$ cat src/rtl/plfm_pkg.sv
// Shared types and constants for the price level FIFO matcher.
package plfm_pkg;

  // Queue geometry
  localparam int unsigned Depth      = 16;
  localparam int unsigned CntW       = $clog2(Depth + 1);
  localparam int unsigned MaxResults = 16;
  localparam int unsigned TradeCntW  = $clog2(MaxResults);

  // Field widths
  localparam int unsigned IdW  = 32;
  localparam int unsigned QtyW = 32;

  // Command codes
  typedef enum logic [1:0] {
    CMD_INSERT = 2'd0,
    CMD_DELETE = 2'd1,
    CMD_MATCH  = 2'd2,
    CMD_NOP    = 2'd3
  } cmd_e;

  // Result status codes
  typedef enum logic [1:0] {
    STAT_OK        = 2'd0,
    STAT_FULL      = 2'd1,
    STAT_NOT_FOUND = 2'd2,
    STAT_NO_TRADE  = 2'd3
  } status_e;

  // Per-cell control from the sequencer
  typedef struct packed {
    logic shift_all;  // take neighbor's entry (head removal)
    logic del_en;     // delete in progress: shift if at or past first hit
    logic dec_en;     // subtract fill from own quantity (head cell)
    logic load_new;   // write the inserted order (tail cell)
  } cell_ctrl_t;

endpackage

$ cat src/rtl/plfm_cell.sv
// One queue slot: holds an order, searches by id and shifts toward the head.
module plfm_cell (
  input  logic                         clk_i,
  input  plfm_pkg::cell_ctrl_t         ctrl_i,
  input  logic                         in_range_i,
  input  logic [plfm_pkg::IdW-1:0]     key_i,
  input  logic [plfm_pkg::IdW-1:0]     new_id_i,
  input  logic [plfm_pkg::QtyW-1:0]    new_qty_i,
  input  logic [plfm_pkg::QtyW-1:0]    dec_qty_i,
  input  logic [plfm_pkg::IdW-1:0]     nb_id_i,
  input  logic [plfm_pkg::QtyW-1:0]    nb_qty_i,
  input  logic                         hit_seen_i,
  output logic                         hit_seen_o,
  output logic [plfm_pkg::IdW-1:0]     id_o,
  output logic [plfm_pkg::QtyW-1:0]    qty_o
);

  logic [plfm_pkg::IdW-1:0]  id_q, id_d;
  logic [plfm_pkg::QtyW-1:0] qty_q, qty_d;
  logic                      hit;
  logic                      take;

  // Search chain: a hit here or anywhere closer to the head
  assign hit        = in_range_i && (id_q == key_i);
  assign hit_seen_o = hit_seen_i | hit;

  assign take = ctrl_i.shift_all | (ctrl_i.del_en & hit_seen_o);

  // Slot update: shift wins over decrement and load
  always_comb begin
    id_d  = id_q;
    qty_d = qty_q;
    if (take) begin
      id_d  = nb_id_i;
      qty_d = nb_qty_i;
    end else if (ctrl_i.dec_en) begin
      qty_d = qty_q - dec_qty_i;
    end else if (ctrl_i.load_new) begin
      id_d  = new_id_i;
      qty_d = new_qty_i;
    end
  end

  // Payload only, no reset
  always_ff @(posedge clk_i) begin
    id_q  <= id_d;
    qty_q <= qty_d;
  end

  assign id_o  = id_q;
  assign qty_o = qty_q;

endmodule

$ cat src/rtl/price_level_fifo_matcher_core.sv
// Top level: one price level queue built from a chain of order cells.
//
// Usage: commands enter on the in_valid_i/in_ready_o channel (cmd_i, order_id_i,
// quantity_i) and results leave on out_valid_o/out_ready_i, one transaction per
// result. Insert, delete, nop and no-trade matches give one result; a match
// that trades gives one result per fill, up to 16, with last_o on the final one.
// The level price is written through cfg_valid_i/cfg_data_i, always ready.
// Timing: insert, delete and no-trade results are valid the cycle after the
// command is accepted; a trading match first enters its match state and then
// gives its fills. Insert and delete can be accepted back to back when results
// are drained; a match gives one fill per cycle while they are drained, set by
// the single head cell compare and subtract. One command is in work at a time.
// Reset empties the queue and clears the level price; no clearing pass runs.
// When the receiver stalls, the output register holds its result and no new
// command or fill proceeds until it is taken.
module price_level_fifo_matcher_core (
  input  logic                           clk_i,
  input  logic                           rst_ni,
  // configuration
  input  logic                           cfg_valid_i,
  output logic                           cfg_ready_o,
  input  logic [31:0]                    cfg_data_i,
  // command channel
  input  logic                           in_valid_i,
  output logic                           in_ready_o,
  input  logic [1:0]                     cmd_i,
  input  logic [plfm_pkg::IdW-1:0]       order_id_i,
  input  logic [plfm_pkg::QtyW-1:0]      quantity_i,
  // result channel
  output logic                           out_valid_o,
  input  logic                           out_ready_i,
  output logic [1:0]                     status_o,
  output logic [plfm_pkg::IdW-1:0]       resting_id_o,
  output logic [plfm_pkg::IdW-1:0]       incoming_id_o,
  output logic [plfm_pkg::QtyW-1:0]      fill_qty_o,
  output logic [31:0]                    trade_price_o,
  output logic [plfm_pkg::QtyW-1:0]      incoming_left_o,
  output logic [plfm_pkg::CntW-1:0]      orders_waiting_o,
  output logic                           last_o
);

  typedef enum logic {
    S_IDLE,
    S_MATCH
  } state_e;

  state_e                          state_q, state_d;
  logic [plfm_pkg::CntW-1:0]       count_q, count_d;
  logic [31:0]                     price_q;
  logic [plfm_pkg::IdW-1:0]        inc_id_q, inc_id_d;
  logic [plfm_pkg::QtyW-1:0]       left_q, left_d;
  logic [plfm_pkg::TradeCntW-1:0]  ntr_q, ntr_d;

  // output register
  logic                            out_valid_q, out_load;
  plfm_pkg::status_e               status_q, status_d;
  logic [plfm_pkg::IdW-1:0]        rid_q, rid_d, iid_q, iid_d;
  logic [plfm_pkg::QtyW-1:0]       fill_q, fill_d, oleft_q, oleft_d;
  logic [31:0]                     tprice_q, tprice_d;
  logic [plfm_pkg::CntW-1:0]       owait_q, owait_d;
  logic                            last_q, last_d;

  // cell chain
  plfm_pkg::cell_ctrl_t            ctrl   [plfm_pkg::Depth];
  logic [plfm_pkg::IdW-1:0]        c_id   [plfm_pkg::Depth+1];
  logic [plfm_pkg::QtyW-1:0]       c_qty  [plfm_pkg::Depth+1];
  logic                            hit_ch [plfm_pkg::Depth+1];
  logic [plfm_pkg::Depth-1:0]      in_range;
  logic [plfm_pkg::Depth-1:0]      at_tail;

  logic                            out_free, in_fire;
  logic                            ins_en, del_en, step_en, head_rm;
  logic                            found, full;
  logic [plfm_pkg::QtyW-1:0]       fill, left_n, head_n;
  logic [plfm_pkg::CntW-1:0]       cnt_after;
  plfm_pkg::cmd_e                  cmd;

  assign cfg_ready_o = 1'b1;
  assign cmd         = plfm_pkg::cmd_e'(cmd_i);
  assign out_free    = !out_valid_q || out_ready_i;
  assign in_ready_o  = (state_q == S_IDLE) && out_free;
  assign in_fire     = in_valid_i && in_ready_o;
  assign full        = (count_q >= plfm_pkg::CntW'(plfm_pkg::Depth));
  assign found       = hit_ch[plfm_pkg::Depth];

  assign ins_en  = in_fire && (cmd == plfm_pkg::CMD_INSERT) && !full;
  assign del_en  = in_fire && (cmd == plfm_pkg::CMD_DELETE);
  assign step_en = (state_q == S_MATCH) && out_free;

  // Head fill arithmetic
  assign fill    = (left_q < c_qty[0]) ? left_q : c_qty[0];
  assign left_n  = left_q - fill;
  assign head_n  = c_qty[0] - fill;
  assign head_rm = step_en && (head_n == '0);
  assign cnt_after = count_q - plfm_pkg::CntW'(head_rm);

  // Per-cell control and chain wiring
  assign hit_ch[0]                = 1'b0;
  assign c_id[plfm_pkg::Depth]    = '0;
  assign c_qty[plfm_pkg::Depth]   = '0;

  for (genvar g = 0; g < plfm_pkg::Depth; g++) begin : g_cell
    assign in_range[g] = (count_q > plfm_pkg::CntW'(g));
    assign at_tail[g]  = (count_q == plfm_pkg::CntW'(g));

    always_comb begin
      ctrl[g].shift_all = head_rm;
      ctrl[g].del_en    = del_en;
      ctrl[g].dec_en    = (g == 0) ? step_en : 1'b0;
      ctrl[g].load_new  = ins_en && at_tail[g];
    end

    plfm_cell u_cell (
      .clk_i      (clk_i),
      .ctrl_i     (ctrl[g]),
      .in_range_i (in_range[g]),
      .key_i      (order_id_i),
      .new_id_i   (order_id_i),
      .new_qty_i  (quantity_i),
      .dec_qty_i  (fill),
      .nb_id_i    (c_id[g+1]),
      .nb_qty_i   (c_qty[g+1]),
      .hit_seen_i (hit_ch[g]),
      .hit_seen_o (hit_ch[g+1]),
      .id_o       (c_id[g]),
      .qty_o      (c_qty[g])
    );
  end

  // Sequencer and result formation
  always_comb begin
    state_d  = state_q;
    count_d  = count_q;
    inc_id_d = inc_id_q;
    left_d   = left_q;
    ntr_d    = ntr_q;
    out_load = 1'b0;
    status_d = plfm_pkg::STAT_OK;
    rid_d    = '0;
    iid_d    = '0;
    fill_d   = '0;
    tprice_d = '0;
    oleft_d  = '0;
    owait_d  = count_q;
    last_d   = 1'b1;

    if (in_fire) begin
      case (cmd)
        plfm_pkg::CMD_INSERT: begin
          out_load = 1'b1;
          if (full) begin
            status_d = plfm_pkg::STAT_FULL;
          end else begin
            count_d = count_q + plfm_pkg::CntW'(1);
            owait_d = count_d;
          end
        end
        plfm_pkg::CMD_DELETE: begin
          out_load = 1'b1;
          if (found) begin
            count_d = count_q - plfm_pkg::CntW'(1);
            owait_d = count_d;
          end else begin
            status_d = plfm_pkg::STAT_NOT_FOUND;
          end
        end
        plfm_pkg::CMD_MATCH: begin
          if (quantity_i == '0 || count_q == '0) begin
            out_load = 1'b1;
            status_d = plfm_pkg::STAT_NO_TRADE;
            iid_d    = order_id_i;
            oleft_d  = quantity_i;
          end else begin
            state_d  = S_MATCH;
            inc_id_d = order_id_i;
            left_d   = quantity_i;
            ntr_d    = '0;
          end
        end
        default: begin
          out_load = 1'b1;
        end
      endcase
    end else if (step_en) begin
      // One fill against the head order
      out_load = 1'b1;
      count_d  = cnt_after;
      left_d   = left_n;
      ntr_d    = ntr_q + plfm_pkg::TradeCntW'(1);
      rid_d    = c_id[0];
      iid_d    = inc_id_q;
      fill_d   = fill;
      tprice_d = price_q;
      oleft_d  = left_n;
      owait_d  = cnt_after;
      last_d   = (left_n == '0) || (cnt_after == '0) ||
                 (ntr_q == plfm_pkg::TradeCntW'(plfm_pkg::MaxResults - 1));
      if (last_d) begin
        state_d = S_IDLE;
      end
    end
  end

  // Control state
  always_ff @(posedge clk_i or negedge rst_ni) begin
    if (!rst_ni) begin
      state_q     <= S_IDLE;
      count_q     <= '0;
      price_q     <= '0;
      out_valid_q <= 1'b0;
    end else begin
      state_q <= state_d;
      count_q <= count_d;
      if (cfg_valid_i && cfg_ready_o) begin
        price_q <= cfg_data_i;
      end
      if (out_load) begin
        out_valid_q <= 1'b1;
      end else if (out_ready_i) begin
        out_valid_q <= 1'b0;
      end
    end
  end

  // Payload registers
  always_ff @(posedge clk_i) begin
    inc_id_q <= inc_id_d;
    left_q   <= left_d;
    ntr_q    <= ntr_d;
    if (out_load) begin
      status_q <= status_d;
      rid_q    <= rid_d;
      iid_q    <= iid_d;
      fill_q   <= fill_d;
      tprice_q <= tprice_d;
      oleft_q  <= oleft_d;
      owait_q  <= owait_d;
      last_q   <= last_d;
    end
  end

  assign out_valid_o      = out_valid_q;
  assign status_o         = status_q;
  assign resting_id_o     = rid_q;
  assign incoming_id_o    = iid_q;
  assign fill_qty_o       = fill_q;
  assign trade_price_o    = tprice_q;
  assign incoming_left_o  = oleft_q;
  assign orders_waiting_o = owait_q;
  assign last_o           = last_q;

`ifndef NO_ASSERTIONS
  // Queue never holds more orders than cells
  a_count_bound: assert property (@(posedge clk_i) disable iff (!rst_ni)
    count_q <= plfm_pkg::CntW'(plfm_pkg::Depth))
    else $error("order count exceeds queue depth");

  // While matching, the incoming order still has quantity and the queue is not empty
  a_match_live: assert property (@(posedge clk_i) disable iff (!rst_ni)
    state_q == S_MATCH |-> (left_q != '0) && (count_q != '0))
    else $error("match running with nothing to fill");

  // Error and no-trade results always close their command
  a_err_last: assert property (@(posedge clk_i) disable iff (!rst_ni)
    out_valid_o && (status_o != plfm_pkg::STAT_OK) |-> last_o)
    else $error("non-trade result without last flag");
`endif

endmodule
$ cat config.mk
export PLATFORM = sky130hd
export DESIGN_NAME = price_level_fifo_matcher_core
export DESIGN_NICKNAME = d
export VERILOG_FILES = /design/src/rtl/plfm_pkg.sv /design/src/rtl/plfm_cell.sv /design/src/rtl/price_level_fifo_matcher_core.sv
export SDC_FILE = /design/constraint.sdc
export NUM_CORES = 2
export LEC_CHECK = 0
export BUFFER_PORTS_ARGS = -buffer_cell sky130_fd_sc_hd__buf_4
export CORE_MARGIN = 4
export CORE_UTILIZATION = 45
export CTS_CLUSTER_SIZE = 28
export DETAILED_ROUTE_END_ITERATION = 6
export SLEW_MARGIN = 20
export SYNTH_ARGS = -nofsm -noshare
export SYNTH_HDL_FRONTEND = slang
export SYNTH_SLANG_ARGS = --single-unit
$ cat constraint.sdc
create_clock -name clk_i -period 15.65 [get_ports clk_i]
set_input_delay 0 -clock clk_i [delete_from_list [all_inputs] [get_ports clk_i]]
set_output_delay 0 -clock clk_i [all_outputs]
set_load 0.05 [all_outputs]
# After elaboration in Yosys (flattened, before gate mapping)
# Cells that the tools add are included.
dict set report totals {
  latch_bits 0
  ramBits 0
  register_bits 1299
  memories 0
  in_bits 103
  mem_bits_ro 0
}
dict set report op_classes {
  reduce_logical 75
  n_mul 0
  n_addsub 6
  n_bitwise 50
  eq_ne 37
  shift 0
  n_div 0
  muxes 99
  n_lt_le_gt_ge 18
}
# op n
set op_table {}
lappend op_table {{32-bit two-way mux} 75}
lappend op_table {{32-bit == test} 16}
lappend op_table {{32-bit logical NOT} 3}
lappend op_table {{32-bit subtractor} 2}
lappend op_table {{5-bit by 4-bit == test with 1-bit output, second input constant} 8}
lappend op_table {{5-bit by 4-bit greater-than comparator with 1-bit output, second input constant} 8}
lappend op_table {{1-bit logical AND} 39}
lappend op_table {{2-bit nonzero test} 18}
lappend op_table {{32-bit less-than comparator} 1}
lappend op_table {{1-bit OR} 31}
lappend op_table {{5-bit by 3-bit == test with 1-bit output, second input constant} 4}
lappend op_table {{5-bit by 3-bit greater-than comparator with 1-bit output, second input constant} 4}
lappend op_table {{5-bit two-way mux} 4}
lappend op_table {{1-bit bitwise AND} 16}
lappend op_table {{4-bit two-way mux} 4}
lappend op_table {{1-bit two-way mux} 12}
lappend op_table {{5-bit by 2-bit == test with 1-bit output, second input constant} 2}
lappend op_table {{5-bit by 1-bit greater-than comparator with 1-bit output, second input constant} 2}
lappend op_table {{5-bit by 2-bit greater-than comparator with 1-bit output, second input constant} 2}
lappend op_table {{5-bit logical NOT} 2}
lappend op_table {{5-bit one-hot mux with 2 select lines} 1}
lappend op_table {{2-bit one-hot mux with 3 select lines} 1}
lappend op_table {{3-bit AND reduction} 2}
lappend op_table {{5-bit by 1-bit adder with 5-bit output, second input constant} 1}
lappend op_table {{19 further kinds} 27}

# Depth between registers and ports, before layout
dict set report depth {
  depth_word 20
  mapped_depth 38
}

# Cells and area by module
# A second synthesis with hierarchy kept.
dict set report unflattened {
  hier_cells 10331
  hier_area_um2 100764.1
}
# module cells_each seq_area_each_um2 n_inst area_per_inst_um2
set by_module_without_submodules {}
lappend by_module_without_submodules {{plfm_cell at g_cell[10].u_cell ...} 528 1921.8 6 5148.7}
lappend by_module_without_submodules {{plfm_cell at g_cell[1].u_cell ...} 552 1921.8 5 5376.4}
lappend by_module_without_submodules {{plfm_cell at g_cell[6].u_cell ...} 533 1921.8 4 5221.3}
lappend by_module_without_submodules {price_level_fifo_matcher_core 1730 8062.7 1 16902.5}
lappend by_module_without_submodules {{plfm_cell at g_cell[0].u_cell} 541 1921.8 1 5202.5}

# Worst setup path before layout
# Ideal clock, no wire load.
dict set report synth_timing {
  path_type {flip-flop to flip-flop}
  from {reg g_cell[0].u_cell.qty_q (netlist bit g_cell[0].u_cell.qty_o[15])}
  to {reg g_cell[13].u_cell.id_q (netlist bit g_cell[13].u_cell.id_o[0]), enable pin}
  required_time_ns 15.076
  path_slack_ns 5.743
  setup_time_ns 0.574
  n_path_buf 6
  synth_period_minus_slack_ns 9.907
  path_stages_with_launch 30
  t_arrival_ns 9.333
  cell_sequence {edfxtp_1 -> clkbuf_1 -> inv_1 -> ha_1 -> nand4_1 -> or4_1 -> a221o_1 -> a31oi_4 -> nor2_1 -> clkbuf_1 -> buf_1 -> buf_1 -> buf_1 -> a21oi_1 -> inv_1 -> fa_1 -> nand3b_1 -> a21oi_1 -> a221o_1 -> a31oi_1 -> or4_1 -> a41oi_1 -> o21a_1 -> a31oi_1 -> a31oi_1 -> xnor2_1 -> nor4b_1 -> clkbuf_1 -> nor2_1 -> o21ai_0}
}
dict set report synth_between {
  elab_chain_len 7
}
# item line
set synth_rtl {}
lappend synth_rtl {{from (decl)} plfm_cell.sv:19} ;# logic [plfm_pkg::QtyW-1:0] qty_q, qty_d;
lappend synth_rtl {{from (signal assigned)} plfm_cell.sv:47} ;# qty_q <= qty_d;
lappend synth_rtl {{32-bit less-than comparator} price_level_fifo_matcher_core.sv:91} ;# assign fill = (left_q < c_qty[0]) ? left_q : c_qty[0];
lappend synth_rtl {{32-bit two-way mux} price_level_fifo_matcher_core.sv:91}
lappend synth_rtl {{via fill, one bit} price_level_fifo_matcher_core.sv:74} ;# logic [plfm_pkg::QtyW-1:0] fill, left_n, head_n;
lappend synth_rtl {{32-bit subtractor} price_level_fifo_matcher_core.sv:93} ;# assign head_n = c_qty[0] - fill;
lappend synth_rtl {{32-bit logical NOT} price_level_fifo_matcher_core.sv:94} ;# assign head_rm = step_en && (head_n == '0);
lappend synth_rtl {{1-bit logical AND} price_level_fifo_matcher_core.sv:94}
lappend synth_rtl {{1-bit OR} plfm_cell.sv:27} ;# assign take = ctrl_i.shift_all | (ctrl_i.del_en & hit_seen_o);
lappend synth_rtl {{2-bit nonzero test (no source line)} -}
lappend synth_rtl {{to (signal assigned)} plfm_cell.sv:46} ;# id_q <= id_d;
lappend synth_rtl {{to (decl)} plfm_cell.sv:18} ;# logic [plfm_pkg::IdW-1:0] id_q, id_d;
# The timed path passes the listed nets, and every way through them passes these cells.
# A chain may end at the register's enable or synchronous reset.

# Worst setup path in the final report
dict set report layout_timing {
  from {reg g_cell[0].u_cell.qty_q (netlist bit g_cell[0].u_cell.qty_o[15])}
  to {reg g_cell[5].u_cell.qty_q (netlist bit g_cell[5].u_cell.qty_o[16]), enable pin}
}
dict set report layout_between {
  elab_chain_len 7
}
# item line
set layout_rtl {}
lappend layout_rtl {{32-bit less-than comparator} price_level_fifo_matcher_core.sv:91}
lappend layout_rtl {{32-bit two-way mux} price_level_fifo_matcher_core.sv:91}
lappend layout_rtl {{via fill, one bit} price_level_fifo_matcher_core.sv:74}
lappend layout_rtl {{32-bit subtractor} price_level_fifo_matcher_core.sv:93}
lappend layout_rtl {{32-bit logical NOT} price_level_fifo_matcher_core.sv:94}
lappend layout_rtl {{1-bit logical AND} price_level_fifo_matcher_core.sv:94}
lappend layout_rtl {{1-bit OR} plfm_cell.sv:27}
lappend layout_rtl {{2-bit nonzero test (no source line)} -}
lappend layout_rtl {{to (signal assigned)} plfm_cell.sv:47}
lappend layout_rtl {{to (decl)} plfm_cell.sv:19}
# The timed path passes the listed nets, and every way through them passes these cells.

==> report_table.html <==
<table>
<tr><th>Metric</th><th>Value</th></tr>
<tr><th colspan="2">Clock network</th></tr>
<tr><td>H-tree levels</td><td>4</td></tr>
<tr><td>CTS buffer count</td><td>145</td></tr>
<tr><td>Clk root buf</td><td>clkbuf_16</td></tr>
<tr><td>CTS sink cnt</td><td>around 1300</td></tr>
<tr><td>Clock transition at the register clock pins on the worst setup and hold paths after CTS</td><td>0.06 ns</td></tr>
<tr><td># resized after CTS</td><td>0</td></tr>
<tr><td>Clock tree from TritonCTS</td><td>built</td></tr>
<tr><td>Setup fix buffers added after clock tree synthesis</td><td>0</td></tr>
<tr><td>Maximum clock path buffer count</td><td>3</td></tr>
<tr><td>Source-to-sink clock delay at the later pin of the worst-skew pair</td><td>0.79 ns</td></tr>
<tr><th colspan="2">Finish</th></tr>
<tr><td>Layout cell share with drive strength beyond 1</td><td>0.246</td></tr>
<tr><td>Finished Core Util</td><td>0.520</td></tr>
<tr><td>Post-layout nets</td><td>5493</td></tr>
<tr><td>Synth-to-Final Area Change</td><td>14.8%</td></tr>
<tr><td>Finished layout cell area</td><td>a little under 0.08 mm²</td></tr>
<tr><th colspan="2">Floorplanning</th></tr>
<tr><td>Chip Height</td><td>~390 µm</td></tr>
<tr><td>Floorplan core area</td><td>0.148 mm²</td></tr>
<tr><td>Die area</td><td>0.155 mm²</td></tr>
<tr><td>Row count</td><td>between 100 and 150</td></tr>
<tr><td>Number of top-level pins</td><td>roughly 270</td></tr>
<tr><td>Initial standard-cell utilization of the core</td><td>0.454</td></tr>
<tr><td>Die outline width</td><td>394 µm</td></tr>
<tr><th colspan="2">Pwr</th></tr>
<tr><td>Combinational share of power</td><td>0.473</td></tr>
<tr><td>Internal power contribution</td><td>8.64 mW</td></tr>
<tr><td>Register share of total power</td><td>0.304</td></tr>
<tr><td>Power density over cell area</td><td>199 mW/mm²</td></tr>
<tr><td>Worst vdd rail ir drop</td><td>154 µV</td></tr>
<tr><td>Lkg Pwr</td><td>26.4 nW</td></tr>
<tr><td>Power spent charging and discharging nets</td><td>6.66 mW</td></tr>
<tr><td>Switching share of total power</td><td>0.435</td></tr>
<tr><td>Clk network pwr share</td><td>0.223</td></tr>
<tr><td>Sum of internal, switching and leakage power</td><td>15.3 mW</td></tr>
<tr><th colspan="2">Routing</th></tr>
<tr><td>Residual DRC count</td><td>0</td></tr>
<tr><td>Drt total wl</td><td>192000 µm</td></tr>
<tr><td>Initial DRC Count</td><td>roughly 3800</td></tr>
<tr><td>Post-route ant nets</td><td>0</td></tr>
<tr><td>DRT Pass-1 Iters</td><td>6</td></tr>
<tr><td>Via count of the routed design</td><td>42800</td></tr>
<tr><td>Average wire length per cell after detail routing</td><td>26.1 µm</td></tr>
<tr><td>Vias per cell</td><td>5.80</td></tr>
<tr><th colspan="2">GRT</th></tr>
<tr><td>Global-route wire length before repair</td><td>289000 µm</td></tr>
<tr><td>GRT Util Overall</td><td>0.244</td></tr>
<tr><td>Initial antenna violation count</td><td>5</td></tr>
<tr><td>Number of global-route vias before repair</td><td>42600</td></tr>
<tr><td>Gr ovfl total</td><td>0</td></tr>
<tr><td>Maximum number of pins on one net before global-route repair</td><td>slightly below 70</td></tr>
<tr><th colspan="2">STA</th></tr>
<tr><td>Setup-failing EPs final</td><td>0</td></tr>
<tr><td>RSZ-0062 raised after global routing</td><td>no</td></tr>
<tr><td>Fin. Hold Viols</td><td>0</td></tr>
<tr><td>Maximum clock rate</td><td>just over 0.1 GHz</td></tr>
<tr><td>Number of pins exceeding their max-slew limit in the final report</td><td>0</td></tr>
<tr><td>Min Hold Slack</td><td>0.203 ns</td></tr>
<tr><td>Setup_tns</td><td>0 ns</td></tr>
<tr><td>Headroom to the max-slew limit</td><td>0.227</td></tr>
<tr><td>Final period utilization</td><td>0.620</td></tr>
<tr><td>Worst-margin pin slew</td><td>around 1.1 ns</td></tr>
<tr><td>Clock skew after layout</td><td>0.0532 ns</td></tr>
<tr><td>Final critical-path required period</td><td>9.70 ns</td></tr>
<tr><th colspan="2">Synthesis</th></tr>
<tr><td>Most area-hungry cell type in the Yosys netlist</td><td>edfxtp_1</td></tr>
<tr><td>Mean post-synth cell area</td><td>13.3 µm²</td></tr>
<tr><td>Synth top area share</td><td>0.536</td></tr>
<tr><td>Portion of the post-synthesis area used by sequential elements</td><td>0.569</td></tr>
<tr><td>Flip-flop and latch count after synthesis</td><td>1299</td></tr>
<tr><td>Number of enable-type register cells in the synthesized netlist</td><td>1196</td></tr>
<tr><td>Distinct cell type count of the synthesized netlist</td><td>92</td></tr>
<tr><td>Cells after synthesis</td><td>5054</td></tr>
<tr><td>Flip-flop cell with the highest count after synthesis</td><td>edfxtp_1</td></tr>
<tr><td>Proportion of synthesized flip-flops having asynchronous set or reset</td><td>0.0300</td></tr>
<tr><td>Ranking of synthesized cells by area</td><td>edfxtp_1 54%, mux2_2 12%, mux2_1 4.6%, xnor2_1 4.0%, xor2_1 3.4%</td></tr>
<tr><td>Mapped Area</td><td>between 0.06 and 0.07 mm²</td></tr>
<tr><td>Yosys synthesis warning count</td><td>0</td></tr>
<tr><td>Most common cell in the netlist</td><td>edfxtp_1</td></tr>
<tr><td>Most frequent cells after synthesis</td><td>1196 x edfxtp_1, 704 x mux2_2, 306 x xnor2_1</td></tr>
<tr><td>Nets in the synthesized netlist</td><td>5231</td></tr>
<tr><th colspan="2">Job</th></tr>
<tr><td>Max-cap viol count</td><td>0</td></tr>
<tr><th colspan="2">Setup path</th></tr>
<tr><td>Top fanout value on the critical path</td><td>65</td></tr>
<tr><td>Worst setup slack for register-to-register paths</td><td>5.95 ns</td></tr>
<tr><td>WP data required</td><td>16.06 ns</td></tr>
<tr><td>Worst path arrival time</td><td>about 10 ns</td></tr>
<tr><td>Worst Path Class, Setup</td><td>flop to flop</td></tr>
<tr><td>Worst setup path start</td><td>g_cell[0].u_cell.qty_o[15]</td></tr>
<tr><td>Sort of element at the start of the critical path</td><td>flop</td></tr>
<tr><td>FF-to-FF End</td><td>g_cell[5].u_cell.qty_o[16]</td></tr>
<tr><td>Cells on worst reg2reg path</td><td>26</td></tr>
<tr><td>Endpoint class of the critical path</td><td>flop</td></tr>
<tr><td>Worst reg2reg startpoint</td><td>g_cell[0].u_cell.qty_o[15]</td></tr>
<tr><th colspan="2">Place</th></tr>
<tr><td>Final HPWL DP</td><td>131000 µm</td></tr>
<tr><td>IO Port Bufs</td><td>272</td></tr>
<tr><td>GP Congestion</td><td>0.929</td></tr>
<tr><td>Area after DPL</td><td>approximately 0.07 mm²</td></tr>
<tr><th colspan="2">Hold path</th></tr>
<tr><td>Path category of the worst min-delay check</td><td>primary input to flop</td></tr>
<tr><td>Hold Path End</td><td>g_cell[2].u_cell.id_o[24]</td></tr>
<tr><td>Min-Delay Startpoint</td><td>order_id_i[24]</td></tr>
<tr><td>Cell depth of the worst hold path</td><td>3</td></tr>
<tr><th colspan="2">Status</th></tr>
<tr><td>Result of the run</td><td>completed</td></tr>
</table>
-- through the flow --
stage          worst slack [ns]  instances
6_report                   5.95       7370
3_5_place_dp               5.95       6926
3_3_place_gp               6.18       6926
2_1_floorplan              5.74       5054
4_1_cts                    5.93       7362
5_1_grt                    5.36       7370
-- what timing repair did --
item                                    4_1_cts  5_1_grt
hold buffers                                168        0
endpoints found under the hold margin       971        0
endpoints found under the setup margin        0        0
-- power groups by stage --
stage,registers (mW),logic (mW),clock network [mW]
6_report,4.65,7.24,3.41
5_1_grt,4.68,7.68,3.64
4_1_cts,4.64,7.09,3.48
3_5_place_dp,4.71,7.02,0
3_3_place_gp,4.70,7.05,0
2_1_floorplan,5.33,3.97,0
-- critical path: stages (launching register included) --
cell       delay, ns
edfxtp_1        0.53
inv_1           0.21
ha_1            0.37
nand4_1         0.18
or4_1           0.56
a221o_1         0.34
a31oi_4         0.14
buf_4           0.37
nor2_4          0.08
a21oi_1         0.47
inv_1           0.14
fa_1            0.44
nand3b_1        0.19
a21oi_1         0.24
a221o_1         0.27
a31oi_1         0.20
or4_1           0.52
a41oi_1         0.45
xnor2_1         0.24
o2111ai_1       0.16
nor4_1          0.39
nand4_1         0.14
or4_1           0.51
buf_4           0.32
nand2_4         0.70
o21bai_4        0.54
buf_4           0.55
-- layout by cell type, fill, tap and decap left out, drive strengths merged, types with 53 or more instances in the layout --
cell type	count
inv	73
xor2	263
edfxtp	1196
nor4	99
nand2	258
o21ai	177
buf	363
xnor2	306
nor2	227
ha	72
a21oi	131
dfxtp	64
clkinv	56
mux2i	78
dlygate4sd3	167
nand4	105
mux2	975
clkbuf	188
a22o	53
and3	84
-- worst max-delay path by stage --
| stage | to | slack [ns] |
|---|---|---|
| after global placement | g_cell[5].u_cell.qty_o[19] | 6.18 |
| after detailed placement | g_cell[5].u_cell.qty_o[16] | 5.95 |
| after floorplan | g_cell[13].u_cell.id_o[0] | 5.74 |
| after global routing | g_cell[5].u_cell.qty_o[16] | 5.36 |
| after CTS | g_cell[5].u_cell.qty_o[16] | 5.93 |
| final | g_cell[5].u_cell.qty_o[16] | 5.95 |
-- cell type report --
type	instances	area [µm²]
clock inverter	80	795
timing repair buffer	530	4520
multi-input combinational	3271	26800
inverter	69	259
fill	12400	70900
clock buffer	188	3970
sequential	1299	38200
tap	1930	2410
antenna	3	7.51
-- per-layer routing --
layer | global-route usage | part of all wire | up-vias
met5 | 0 | 0 | -
met4 | 0.0656 | 0.025 | 0
met3 | 0.0383 | 0.059 | 273
met2 | 0.382 | 0.46 | 1474
met1 | 0.353 | 0.46 | 21600
li1 | - | - | 19500
-- cell families (layout without fill, tap and decap cells) --
logic type,after synthesis,count (layout),share of synthesized area
flip-flops,1299,1299,0.569
multiplexers,1053,1053,0.175
AND/OR/NAND/NOR,972,972,0.0723
AO/OA/AOI/OAI,587,587,0.0580
XOR/XNOR,569,569,0.0743
buffers and inverters,484,867,0.0344
adder cells (fa/ha/maj),89,89,0.0163
other,1,4,0.0000559
Power figures use the tool's default switching activity.
